`src/hw/rtl/dq_pkg.sv`:
```
// Shared types and constants of the double-ended queue.
// Request kinds, status codes and the control record between ring logic and top.
// No dependencies.
`timescale 1ns / 1ps

package dq_pkg;

  // Fixed field widths of the stream payload
  localparam int unsigned WORD_W  = 32;
  localparam int unsigned POS_W   = 4;
  localparam int unsigned LEN_W   = 5;
  localparam int unsigned KIND_W  = 3;
  localparam int unsigned STAT_W  = 2;
  localparam int unsigned TDATA_W = 40;

  localparam int unsigned DEFAULT_DEPTH = 16;

  typedef enum logic [KIND_W-1:0] {
    KIND_PUSH_FRONT = 3'd0,
    KIND_PUSH_BACK  = 3'd1,
    KIND_POP_FRONT  = 3'd2,
    KIND_POP_BACK   = 3'd3,
    KIND_TRUNCATE   = 3'd4
  } kind_e;

  typedef enum logic [STAT_W-1:0] {
    STAT_OK     = 2'd0,
    STAT_EMPTY  = 2'd1,
    STAT_FULL   = 2'd2,
    STAT_BADPOS = 2'd3
  } status_e;

  // Outcome of one request as seen by the top level
  typedef struct packed {
    status_e          status;
    logic [LEN_W-1:0] length;
    logic             pop;     // the request is a successful pop and needs a slot read
  } ring_rsp_t;

endpackage

```
`src/hw/rtl/dq_ram.sv`:
```
// Generic single-write, single-read synchronous RAM with registered read data.
// No dependencies.
`timescale 1ns / 1ps

module dq_ram #(
  parameter int unsigned WIDTH = 32,
  parameter int unsigned DEPTH = 16
) (
  input  logic                     clk_i,
  input  logic                     we_i,
  input  logic [$clog2(DEPTH)-1:0] waddr_i,
  input  logic [WIDTH-1:0]         wdata_i,
  input  logic                     re_i,
  input  logic [$clog2(DEPTH)-1:0] raddr_i,
  output logic [WIDTH-1:0]         rdata_o
);

  logic [WIDTH-1:0] mem_q [DEPTH];
  logic [WIDTH-1:0] rdata_q;

  always_ff @(posedge clk_i) begin
    if (we_i) begin
      mem_q[waddr_i] <= wdata_i;
    end
    if (re_i) begin
      rdata_q <= mem_q[raddr_i];
    end
  end

  assign rdata_o = rdata_q;

endmodule

```
`src/hw/rtl/dq_ring.sv`:
```
// Ring pointer and fill count of the double-ended queue.
// Decodes a request, updates front index and count, drives RAM addresses.
// Depends on dq_pkg.
`timescale 1ns / 1ps

module dq_ring
  import dq_pkg::*;
#(
  parameter int unsigned DEPTH = DEFAULT_DEPTH
) (
  input  logic                     clk_i,
  input  logic                     rst_ni,
  input  logic                     req_i,
  input  kind_e                    kind_i,
  input  logic [WORD_W-1:0]        value_i,
  input  logic [POS_W-1:0]         position_i,
  output ring_rsp_t                rsp_o,
  output logic                     we_o,
  output logic [$clog2(DEPTH)-1:0] waddr_o,
  output logic [WORD_W-1:0]        wdata_o,
  output logic [$clog2(DEPTH)-1:0] raddr_o
);

  localparam int unsigned IW = $clog2(DEPTH);
  localparam int unsigned CW = $clog2(DEPTH + 1);

  logic [IW-1:0] front_q, front_d;
  logic [CW-1:0] count_q, count_d;
  logic          full, empty;
  logic [IW-1:0] front_dec, front_inc, back_slot, last_slot;
  logic [CW:0]   sum_back, sum_last;

  // Reduce a sum below twice the depth to a ring index
  function automatic logic [IW-1:0] wrap(input logic [CW:0] s);
    logic [CW:0] r;
    r = (32'(s) >= DEPTH) ? (s - (CW+1)'(DEPTH)) : s;
    return IW'(r);
  endfunction

  assign full  = (count_q == CW'(DEPTH));
  assign empty = (count_q == '0);

  assign front_dec = (front_q == '0) ? IW'(DEPTH - 1) : (front_q - 1'b1);
  assign front_inc = (front_q == IW'(DEPTH - 1)) ? '0 : (front_q + 1'b1);
  assign sum_back  = (CW+1)'(front_q) + (CW+1)'(count_q);
  assign sum_last  = sum_back - 1'b1;
  assign back_slot = wrap(sum_back);
  assign last_slot = wrap(sum_last);

  assign wdata_o = value_i;

  always_comb begin
    front_d       = front_q;
    count_d       = count_q;
    we_o          = 1'b0;
    waddr_o       = back_slot;
    raddr_o       = front_q;
    rsp_o.status  = STAT_OK;
    rsp_o.pop     = 1'b0;
    case (kind_i)
      KIND_PUSH_FRONT: begin
        if (full) begin
          rsp_o.status = STAT_FULL;
        end else begin
          front_d = front_dec;
          count_d = count_q + 1'b1;
          we_o    = req_i;
          waddr_o = front_dec;
        end
      end
      KIND_PUSH_BACK: begin
        if (full) begin
          rsp_o.status = STAT_FULL;
        end else begin
          count_d = count_q + 1'b1;
          we_o    = req_i;
        end
      end
      KIND_POP_FRONT: begin
        if (empty) begin
          rsp_o.status = STAT_EMPTY;
        end else begin
          front_d   = front_inc;
          count_d   = count_q - 1'b1;
          rsp_o.pop = 1'b1;
        end
      end
      KIND_POP_BACK: begin
        if (empty) begin
          rsp_o.status = STAT_EMPTY;
        end else begin
          count_d   = count_q - 1'b1;
          raddr_o   = last_slot;
          rsp_o.pop = 1'b1;
        end
      end
      KIND_TRUNCATE: begin
        if (32'(position_i) >= 32'(count_q)) begin
          rsp_o.status = STAT_BADPOS;
        end else begin
          count_d = CW'(position_i);
        end
      end
      default: begin
      end
    endcase
    rsp_o.length = LEN_W'(count_d);
  end

  always_ff @(posedge clk_i or negedge rst_ni) begin
    if (!rst_ni) begin
      front_q <= '0;
      count_q <= '0;
    end else if (req_i) begin
      front_q <= front_d;
      count_q <= count_d;
    end
  end

endmodule

```
`src/hw/rtl/double_ended_queue.sv`:
```
// Double-ended queue top: stream ports, request sequencer, result register.
// Push, truncate and failed requests load the result register from the request;
// a successful pop reads the slot RAM first and blocks new requests until done.
// Throughput: one request per cycle while the result stream is ready.
// Reset: front index and count clear at once; slot RAM keeps its contents.
`timescale 1ns / 1ps

module double_ended_queue
  import dq_pkg::*;
#(
  parameter int unsigned DEPTH = DEFAULT_DEPTH
) (
  input  logic               clk_i,
  input  logic               rst_ni,
  // Request stream
  input  logic               s_axis_tvalid,
  output logic               s_axis_tready,
  input  logic [TDATA_W-1:0] s_axis_tdata,   // [31:0] value, [35:32] position
  input  logic [KIND_W-1:0]  s_axis_tuser,   // [2:0] kind
  // Result stream
  output logic               m_axis_tvalid,
  input  logic               m_axis_tready,
  output logic [TDATA_W-1:0] m_axis_tdata,   // [31:0] popped, [36:32] length
  output logic [STAT_W-1:0]  m_axis_tuser    // [1:0] status
);

  localparam int unsigned IW = $clog2(DEPTH);

  // Sequencer: idle takes requests, read waits on RAM data for a pop
  typedef enum logic [1:0] {
    ST_IDLE = 2'b01,
    ST_READ = 2'b10
  } state_e;

  state_e            state_q, state_d;
  logic              fire;
  ring_rsp_t         rsp;
  logic              we;
  logic [IW-1:0]     waddr, raddr;
  logic [WORD_W-1:0] wdata, rdata;

  logic              out_valid_q, out_valid_d;
  status_e           status_q;
  logic [WORD_W-1:0] popped_q;
  logic [LEN_W-1:0]  length_q;

  // Accept only while idle and the result register is free or draining
  assign s_axis_tready = (state_q == ST_IDLE) && (!out_valid_q || m_axis_tready);
  assign fire          = s_axis_tvalid && s_axis_tready;

  dq_ring #(
    .DEPTH (DEPTH)
  ) u_ring (
    .clk_i      (clk_i),
    .rst_ni     (rst_ni),
    .req_i      (fire),
    .kind_i     (kind_e'(s_axis_tuser)),
    .value_i    (s_axis_tdata[WORD_W-1:0]),
    .position_i (s_axis_tdata[WORD_W+POS_W-1:WORD_W]),
    .rsp_o      (rsp),
    .we_o       (we),
    .waddr_o    (waddr),
    .wdata_o    (wdata),
    .raddr_o    (raddr)
  );

  // Slot storage; a pop reads on its accept edge, data arrives next cycle
  dq_ram #(
    .WIDTH (WORD_W),
    .DEPTH (DEPTH)
  ) u_slots (
    .clk_i   (clk_i),
    .we_i    (we),
    .waddr_i (waddr),
    .wdata_i (wdata),
    .re_i    (fire && rsp.pop),
    .raddr_i (raddr),
    .rdata_o (rdata)
  );

  // Control: next sequencer state and result valid
  always_comb begin
    state_d     = state_q;
    // Drop the held result once it is taken
    out_valid_d = out_valid_q && !m_axis_tready;
    case (state_q)
      ST_IDLE: begin
        if (fire) begin
          if (rsp.pop) begin
            state_d = ST_READ;
          end else begin
            out_valid_d = 1'b1;
          end
        end
      end
      ST_READ: begin
        // Result register is empty here: advance with the read data
        out_valid_d = 1'b1;
        state_d     = ST_IDLE;
      end
      default: begin
        state_d = ST_IDLE;
      end
    endcase
  end

  always_ff @(posedge clk_i or negedge rst_ni) begin
    if (!rst_ni) begin
      state_q     <= ST_IDLE;
      out_valid_q <= 1'b0;
    end else begin
      state_q     <= state_d;
      out_valid_q <= out_valid_d;
    end
  end

  // Payload: hold status and length from the request, popped word from RAM (zero if no pop)
  always_ff @(posedge clk_i) begin
    if (fire) begin
      status_q <= rsp.status;
      length_q <= rsp.length;
      popped_q <= '0;
    end else if (state_q == ST_READ) begin
      popped_q <= rdata;
    end
  end

  assign m_axis_tvalid = out_valid_q;
  assign m_axis_tuser  = status_q;
  assign m_axis_tdata  = {{(TDATA_W - WORD_W - LEN_W){1'b0}}, length_q, popped_q};

  // A pending read blocks new requests
  a_read_blocks_req: assert property (@(posedge clk_i) disable iff (!rst_ni)
    (state_q == ST_READ) |-> !s_axis_tready)
    else $error("request accepted while a slot read is pending");

  // An accepted pop goes to the read state
  a_pop_reads: assert property (@(posedge clk_i) disable iff (!rst_ni)
    (fire && rsp.pop) |=> (state_q == ST_READ))
    else $error("pop did not enter read state");

  // The result register is free while a read is pending
  a_read_out_free: assert property (@(posedge clk_i) disable iff (!rst_ni)
    (state_q == ST_READ) |-> !out_valid_q)
    else $error("result register occupied during slot read");

  // A reported length never exceeds the depth
  a_len_bound: assert property (@(posedge clk_i) disable iff (!rst_ni)
    out_valid_q |-> (32'(length_q) <= DEPTH))
    else $error("reported length beyond depth");

endmodule
```
`config.mk`:
```
export PLATFORM = sky130hd
export DESIGN_NAME = double_ended_queue
export DESIGN_NICKNAME = d
export VERILOG_FILES = /design/src/hw/rtl/dq_pkg.sv /design/src/hw/rtl/dq_ram.sv /design/src/hw/rtl/dq_ring.sv /design/src/hw/rtl/double_ended_queue.sv
export SDC_FILE = /design/constraint.sdc
export NUM_CORES = 1
export LEC_CHECK = 0
export CORE_MARGIN = 3
export CORE_UTILIZATION = 50
export DETAILED_ROUTE_END_ITERATION = 8
export DONT_BUFFER_PORTS = 1
export PLACE_DENSITY_LB_ADDON = 0.15
export RECOVER_POWER = 25
export SLEW_MARGIN = 20
export SYNTH_ARGS = -nofsm -noshare
export SYNTH_HDL_FRONTEND = slang
export SYNTH_HIERARCHICAL = 1
export SYNTH_SLANG_ARGS = --single-unit
```
`constraint.sdc`:
```
create_clock -name clk_i -period 6 [get_ports clk_i]
set_input_delay 0.6 -clock clk_i [delete_from_list [all_inputs] [get_ports clk_i]]
set_output_delay 0.6 -clock clk_i [all_outputs]
set_load 0.01 [all_outputs]
```
## Word-level counts from Yosys, hierarchy flattened

Memory sizes are Yosys's and may differ from the RTL's. A register that Yosys moved wholly into a read port is not among the register bits.
Index checks and enable logic that the tools add are counted.

- Register bits after elaboration: 51
- Bits in writable memories: 512
- Input bits: 47
- Output and inout bits: 44
- Word-level logic and storage cells: 77
- Memories kept: 1

Memory list:

| name | depth | bits a word | rd ports | clocked after Yosys merged registers in | wr ports | RTL line | source |
|---|---|---|---|---|---|---|---|
| u_slots.mem_q | 16 | 32 | 1 | 1 | 1 | dq_ram.sv:18 | `logic [WIDTH-1:0] mem_q [DEPTH];` |

- Add/subtract/negate cells: 8
- Order comparisons: 3
- Equality and inequality tests: 12
- Multiplexer cells: 31
- Reductions and logical operators: 15

Operator list:

| kind | number |
|---|---|
| 2-to-1 mux 4 bit | 10 |
| 2-to-1 mux 5 bit | 3 |
| one-hot mux 5 bit (3 select lines) | 1 |
| greater-or-equal comparator 6 x 5 -> 1 bit (second input constant) | 2 |
| subtractor 4 x 1 -> 4 bit (second input constant) | 3 |
| 2-to-1 mux 2 bit | 5 |
| 2-to-1 mux 1 bit | 9 |
| != test 2 bit (second input constant) | 4 |
| one-hot mux 4 bit (2 select lines) | 1 |
| adder 4 x 5 -> 6 bit | 1 |
| equality test 3 x 2 -> 1 bit (second input constant) | 2 |
| one-hot mux 2 bit (3 select lines) | 1 |
| subtractor 6 x 1 -> 6 bit (second input constant) | 1 |
| adder 5 x 1 -> 5 bit (second input constant) | 1 |
| equality test 5 bit (second input constant) | 1 |
| greater-or-equal comparator 4 x 5 -> 1 bit | 1 |
| logical NOT 5 bit | 1 |
| subtractor 5 x 1 -> 5 bit (second input constant) | 1 |
| adder 4 x 1 -> 4 bit (second input constant) | 1 |
| equality test 4 bit (second input constant) | 1 |
| logical AND 1 bit | 4 |
| logical NOT 4 bit | 1 |
| AND reduction 4 bit | 1 |
| OR reduction 2 bit | 2 |
| 10 further kinds | 11 |

## Logic depth before layout (Yosys ltp)

- Depth after elaboration: 8
- Depth in mapped cells: 13
- Mapped depth without buffers: 11

## Modules after synthesis

The synthesis kept the hierarchy.

Modules (own cells, without submodules):

| module | times used | cells each | area each (µm²) | sequential area each (µm²) |
|---|---|---|---|---|
| dq_ram | 1 | 838 | 20155.6 | 16335.7 |
| double_ended_queue | 1 | 133 | 1659.1 | 927.1 |
| dq_ring | 1 | 209 | 1615.3 | 225.2 |

## Worst setup path after synthesis

Ideal clock, no wire load.

- Path type: in2reg
- Start point: input port s_axis_tuser[1]
- End point: memory u_slots.mem_q[0][0] (enable)
- Library setup time: 0.461 ns
- Arrival time: 4.422 ns
- Required time: 5.539 ns
- Setup slack: 1.117 ns
- Stages on the path: 7
- Buffers on the path: 1
- Cells stage by stage: clkbuf_1 nor2_4 nand2_1 nor2_1 mux2_2 or3b_2 nor3_1

- Elaborated cells on any way between the ends: 7
- Those cells by class: eq/ne (1); mux (4); reduce/logical (2)

RTL lines:

| item | RTL line | source |
|---|---|---|
| from (decl) | double_ended_queue.sv:19 | `input logic [KIND_W-1:0] s_axis_tuser,` |
| logical NOT 3 bit | dq_ring.sv:60 | `case (kind_i)` |
| 2-to-1 mux 4 bit | dq_ring.sv:60 |  |
| named net waddr[2] | double_ended_queue.sv:39 | `logic [IW-1:0] waddr, raddr;` |
| to (decl) | dq_ram.sv:18 |  |

The timed path passes the listed nets, and every way through them passes these cells.

==> summary.log <==
[outcome] status finished, violations left
[outcome] failing checks antenna violations
[setup_path] critical path class reg -> reg
[layout] Syn-to-layout area delta 10.3%
[layout] total area of multi-input combinational cells 5450 um2
[logic_synthesis] ranking of synthesized cells by area edfxtp_1, mux4_2, dfxtp_1, a22oi_1, buf_4
[global_route] Global Route met2 Usage 0.334
[floorplanning] Vert. Die Dim 222 um
[global_route] vias in the first global route 11272
[setup_path] most common cell type on the critical path nand2_1
[sta] maximum achievable frequency 233 MHz
[global_route] met3 Resource Use GR 0.0329
[logic_synthesis] Post-Syn Instances 1180
[clocking] CTS tree yes
[floorplanning] starting utilization of the core area 0.511
[logic_synthesis] cell area after technology mapping 23400 um2
[power_and_ir_drop] worst-case vdd ir drop 0.000257 V
[clocking] level count of the clock H-tree 2
[global_route] global-route met1 utilization 0.287
[global_route] GR peak layer met2
[setup_path] type of element launching the critical path flop
[floorplanning] DIE AREA 49500 um2
[clocking] Clock Sink Count 595
[setup_path] CP Capture Type flop
[place] count of input and output buffers 0
[power_and_ir_drop] PD cells 460 nW/um2
[sta] unrepaired setup endpoints after global routing no
[setup_path] Buf/Inv on CP 2
[drt] Residual DRC 0
[logic_synthesis] EDFF count, synth 551
[global_route] maximum number of pins on one net before global-route repair 49
[drt] DR vias/cell 6.01
[logic_synthesis] library cell with the largest summed area after synthesis edfxtp_1
[sta] worst-case clock skew 0.0155 ns
[power_and_ir_drop] total design power 11.9 mW
[logic_synthesis] average footprint of a synthesized cell 19.9 um2
[floorplanning] cell row count 78
[setup_path] arrival time of the worst setup path 4.64 ns
[sta] final critical-path share of the clock period 0.716
[clocking] number of CTS-inserted buffers 58
[global_route] antenna violations before repair 0
[layout] core utilization of the finished layout 0.563
[clocking] master cell of the clock root buffer clkbuf_16
[sta] number of endpoints with negative hold slack in the final report 0
[drt] detailed-route via count 11030
[layout] final layout net count 1245
[logic_synthesis] unique cell type count in the Yosys netlist 69
[clocking] Skew-Pair Late Insertion Delay 0.62 ns
[floorplanning] total I/O pin count 91
[global_route] overall routing resource usage 0.204
[setup_path] CP delay by family, top simple AND/OR/NAND/NOR gates
[logic_synthesis] fraction of post-synthesis cell area in the top cell type by area 0.706
[sta] Hold WS 0.0780 ns
[clocking] post-CTS clock slew at the launch and capture registers of the worst setup and hold paths 0.06 ns
[setup_path] cell type of the slowest stage on the worst timing path mux4_2
[layout] Fill cells 3457
[logic_synthesis] Yosys reg bits 595
[drt] drt first pass iters 5
[global_route] wire length of the first global-routing pass 74.6 mm
[place] placed wire-length estimate after detailed placement 27.1 mm
[run] number of maximum-capacitance constraint violations 0
[layout] fraction of final layout cells with drive strength greater than 1 0.230
[global_route] remaining global-route overflow 0
[place] post-placement cell count 1721
[sta] Final min period 4.29 ns
[place] final weighted congestion in routability-driven placement 0.765
[sta] Setup Total Neg Slack 0 ns
[logic_synthesis] share of flip-flops with an asynchronous set or reset 0.0202
[logic_synthesis] synthesis warning total 6
[setup_path] maximum fanout encountered on the critical timing path 28
[drt] mean routed wirelength per cell 27.1 um
[layout] non-filler cells in the finished layout 1836
[hold_path] class of the tightest hold or removal check in -> reg
[logic_synthesis] Top FF cell, synth edfxtp_1
[setup_path] maximum cell stage delay along the critical path 0.59 ns
[sta] setup violation total in the final timing report 0
[sta] Relative slew margins 0.241
[power_and_ir_drop] leakage dissipation 8.17 nW
[sta] Worst Tran Pin Value 1.14 ns
[setup_path] cell-by-cell trace of the critical path inv_1 -> ha_1 -> nor4b_4 -> nor2_1 -> nand2_1 -> o21ai_4 -> buf_4 -> mux4_2 -> a22oi_1 -> nand2_1
[drt] number of design-rule violations left by the first detailed-router iteration 980
[sta] final-report max-slew violation count 0
[logic_synthesis] sequential-to-total area share from yosys stat 0.746
[floorplanning] total core area 45900 um2
[clocking] setup bufs post-CTS 0
[layout] Sequential cell area 17500 um2
[clocking] maximum buffer depth of the clock tree 3
[drt] remaining antenna violation count after routing 1
[drt] wire length reported by the detailed router 49.7 mm
[floorplanning] chip width 222 um
[setup_path] endpoint required time on the critical path 6.35 ns
## final timing paths
check                                        start              endpoint  slack (ns)  cells past startpoint
max in group asynchronous                   rst_ni     u_ring/front_q[3]        5.14                      1
worst min register to register  u_slots/rdata_o[6]           popped_q[6]        0.48                      2
worst max register to register   u_ring/count_q[1]   u_slots/rdata_o[31]        1.71                     10
min in group asynchronous                   rst_ni     u_ring/count_q[4]        0.45                      1
worst min-delay path              s_axis_tdata[14]  u_slots/mem_q[4][14]        0.08                      0
worst max-delay path             u_ring/count_q[1]   u_slots/rdata_o[31]        1.71                     10
## synthesized netlist by cell type, types with 4 or more instances
library cell and instances:
ha_1 15, mux4_2 128, nor2_4 10, a21oi_1 10, inv_1 15, mux2i_1 35
o21ai_0 15, o21ai_1 7, nor3_1 5, edfxtp_1 551, nor2_1 48, nand2_1 53
nand3_1 7, a21o_1 5, nand2b_1 9, buf_2 9, xnor2_1 5, nand3b_1 4
a22oi_1 64, buf_4 48, buf_6 4, buf_1 10, dfxtp_1 32, clkbuf_1 21
dfrtp_1 11
## stage by stage
| step | setup WS, ns | area, um2 |
|---|---|---|
| after CTS | 1.62 | 25800 |
| after detailed placement | 1.66 | 24000 |
| after global placement | 1.69 | 24000 |
| after global routing | 1.33 | 25800 |
| after floorplan | 1.12 | 23400 |
| final | 1.71 | 25800 |
## report_power, final
| part | leakage (nW) | switching, mW | internal (mW) | total, mW |
|---|---|---|---|---|
| logic | 1.94 | 1.90 | 1.46 | 3.36 |
| clock network | 0.865 | 1.49 | 1.94 | 3.43 |
| registers | 5.37 | 0.190 | 4.90 | 5.09 |
| total | 8.17 | 3.58 | 8.30 | 11.9 |
## registers in the layout, summed over array words and instances (netlist names), 2 cells and up
name,flops
u_slots/mem_q,512
popped_q,32
u_slots/rdata_o,32
length_q,5
u_ring/count_q,5
u_ring/front_q,4
m_axis_tuser,2
state_q,2
## cell type report
type / instances / share of cell area
Antenna cell: 5 / 0.000484
Clock buffer: 96 / 0.0648
Clock inverter: 13 / 0.00416
Inverter: 15 / 0.00218
Multi-Input combinational cell: 477 / 0.211
Sequential cell: 595 / 0.677
Tap cell: 600 / 0.0290
Timing Repair Buffer: 35 / 0.0117
## cell usage in the layout (no fill, tap or decap), drive strengths merged, types with 11 or more instances in the layout
cell type / netlist / final
a21oi: 11 / 11
a22oi: 65 / 65
buf: 72 / 34
clkbuf: 23 / 96
dfrtp: 11 / 11
dfxtp: 32 / 32
edfxtp: 551 / 551
ha: 15 / 15
inv: 15 / 17
mux2i: 35 / 35
mux4: 128 / 128
nand2: 53 / 53
nor2: 58 / 58
o21ai: 23 / 23
## timing repair
action,4_1_cts,5_1_grt
gates resized for setup,0,0
hold buffers,1,0
hold endpoints to repair,12,0
setup endpoints to repair,0,0
## per-layer routing
layer | vias up | routed length, um
li1 | 4776 | -
met4 | 0 | 1120
met3 | 66 | 2560
met5 | - | 0
met2 | 285 | 24400
met1 | 5903 | 21600
## worst register-to-register path, delay by kind of cell (launching register included)
family	cells	cell delay [ns]
compound gates	2	0.74
fa+ha+maj	1	0.29
buf+inv	2	0.76
flops	1	0.51
mux	1	0.62
simple gates	4	1.14
## kinds of logic (layout without fill, tap and decap cells)
group | count (synthesis) | after routing | synth area share
AO/OA/AOI/OAI | 130 | 130 | 0.0395
XOR/XNOR | 9 | 9 | 0.00395
adder cells (fa/ha/maj) | 16 | 16 | 0.00886
buffers and inverters | 110 | 159 | 0.0281
flip-flops | 595 | 595 | 0.746
multiplexers | 164 | 164 | 0.138
other | 1 | 8 | 0.000160
AND/OR/NAND/NOR | 155 | 155 | 0.0346
Note: power is estimated with default switching activity, not from simulation.
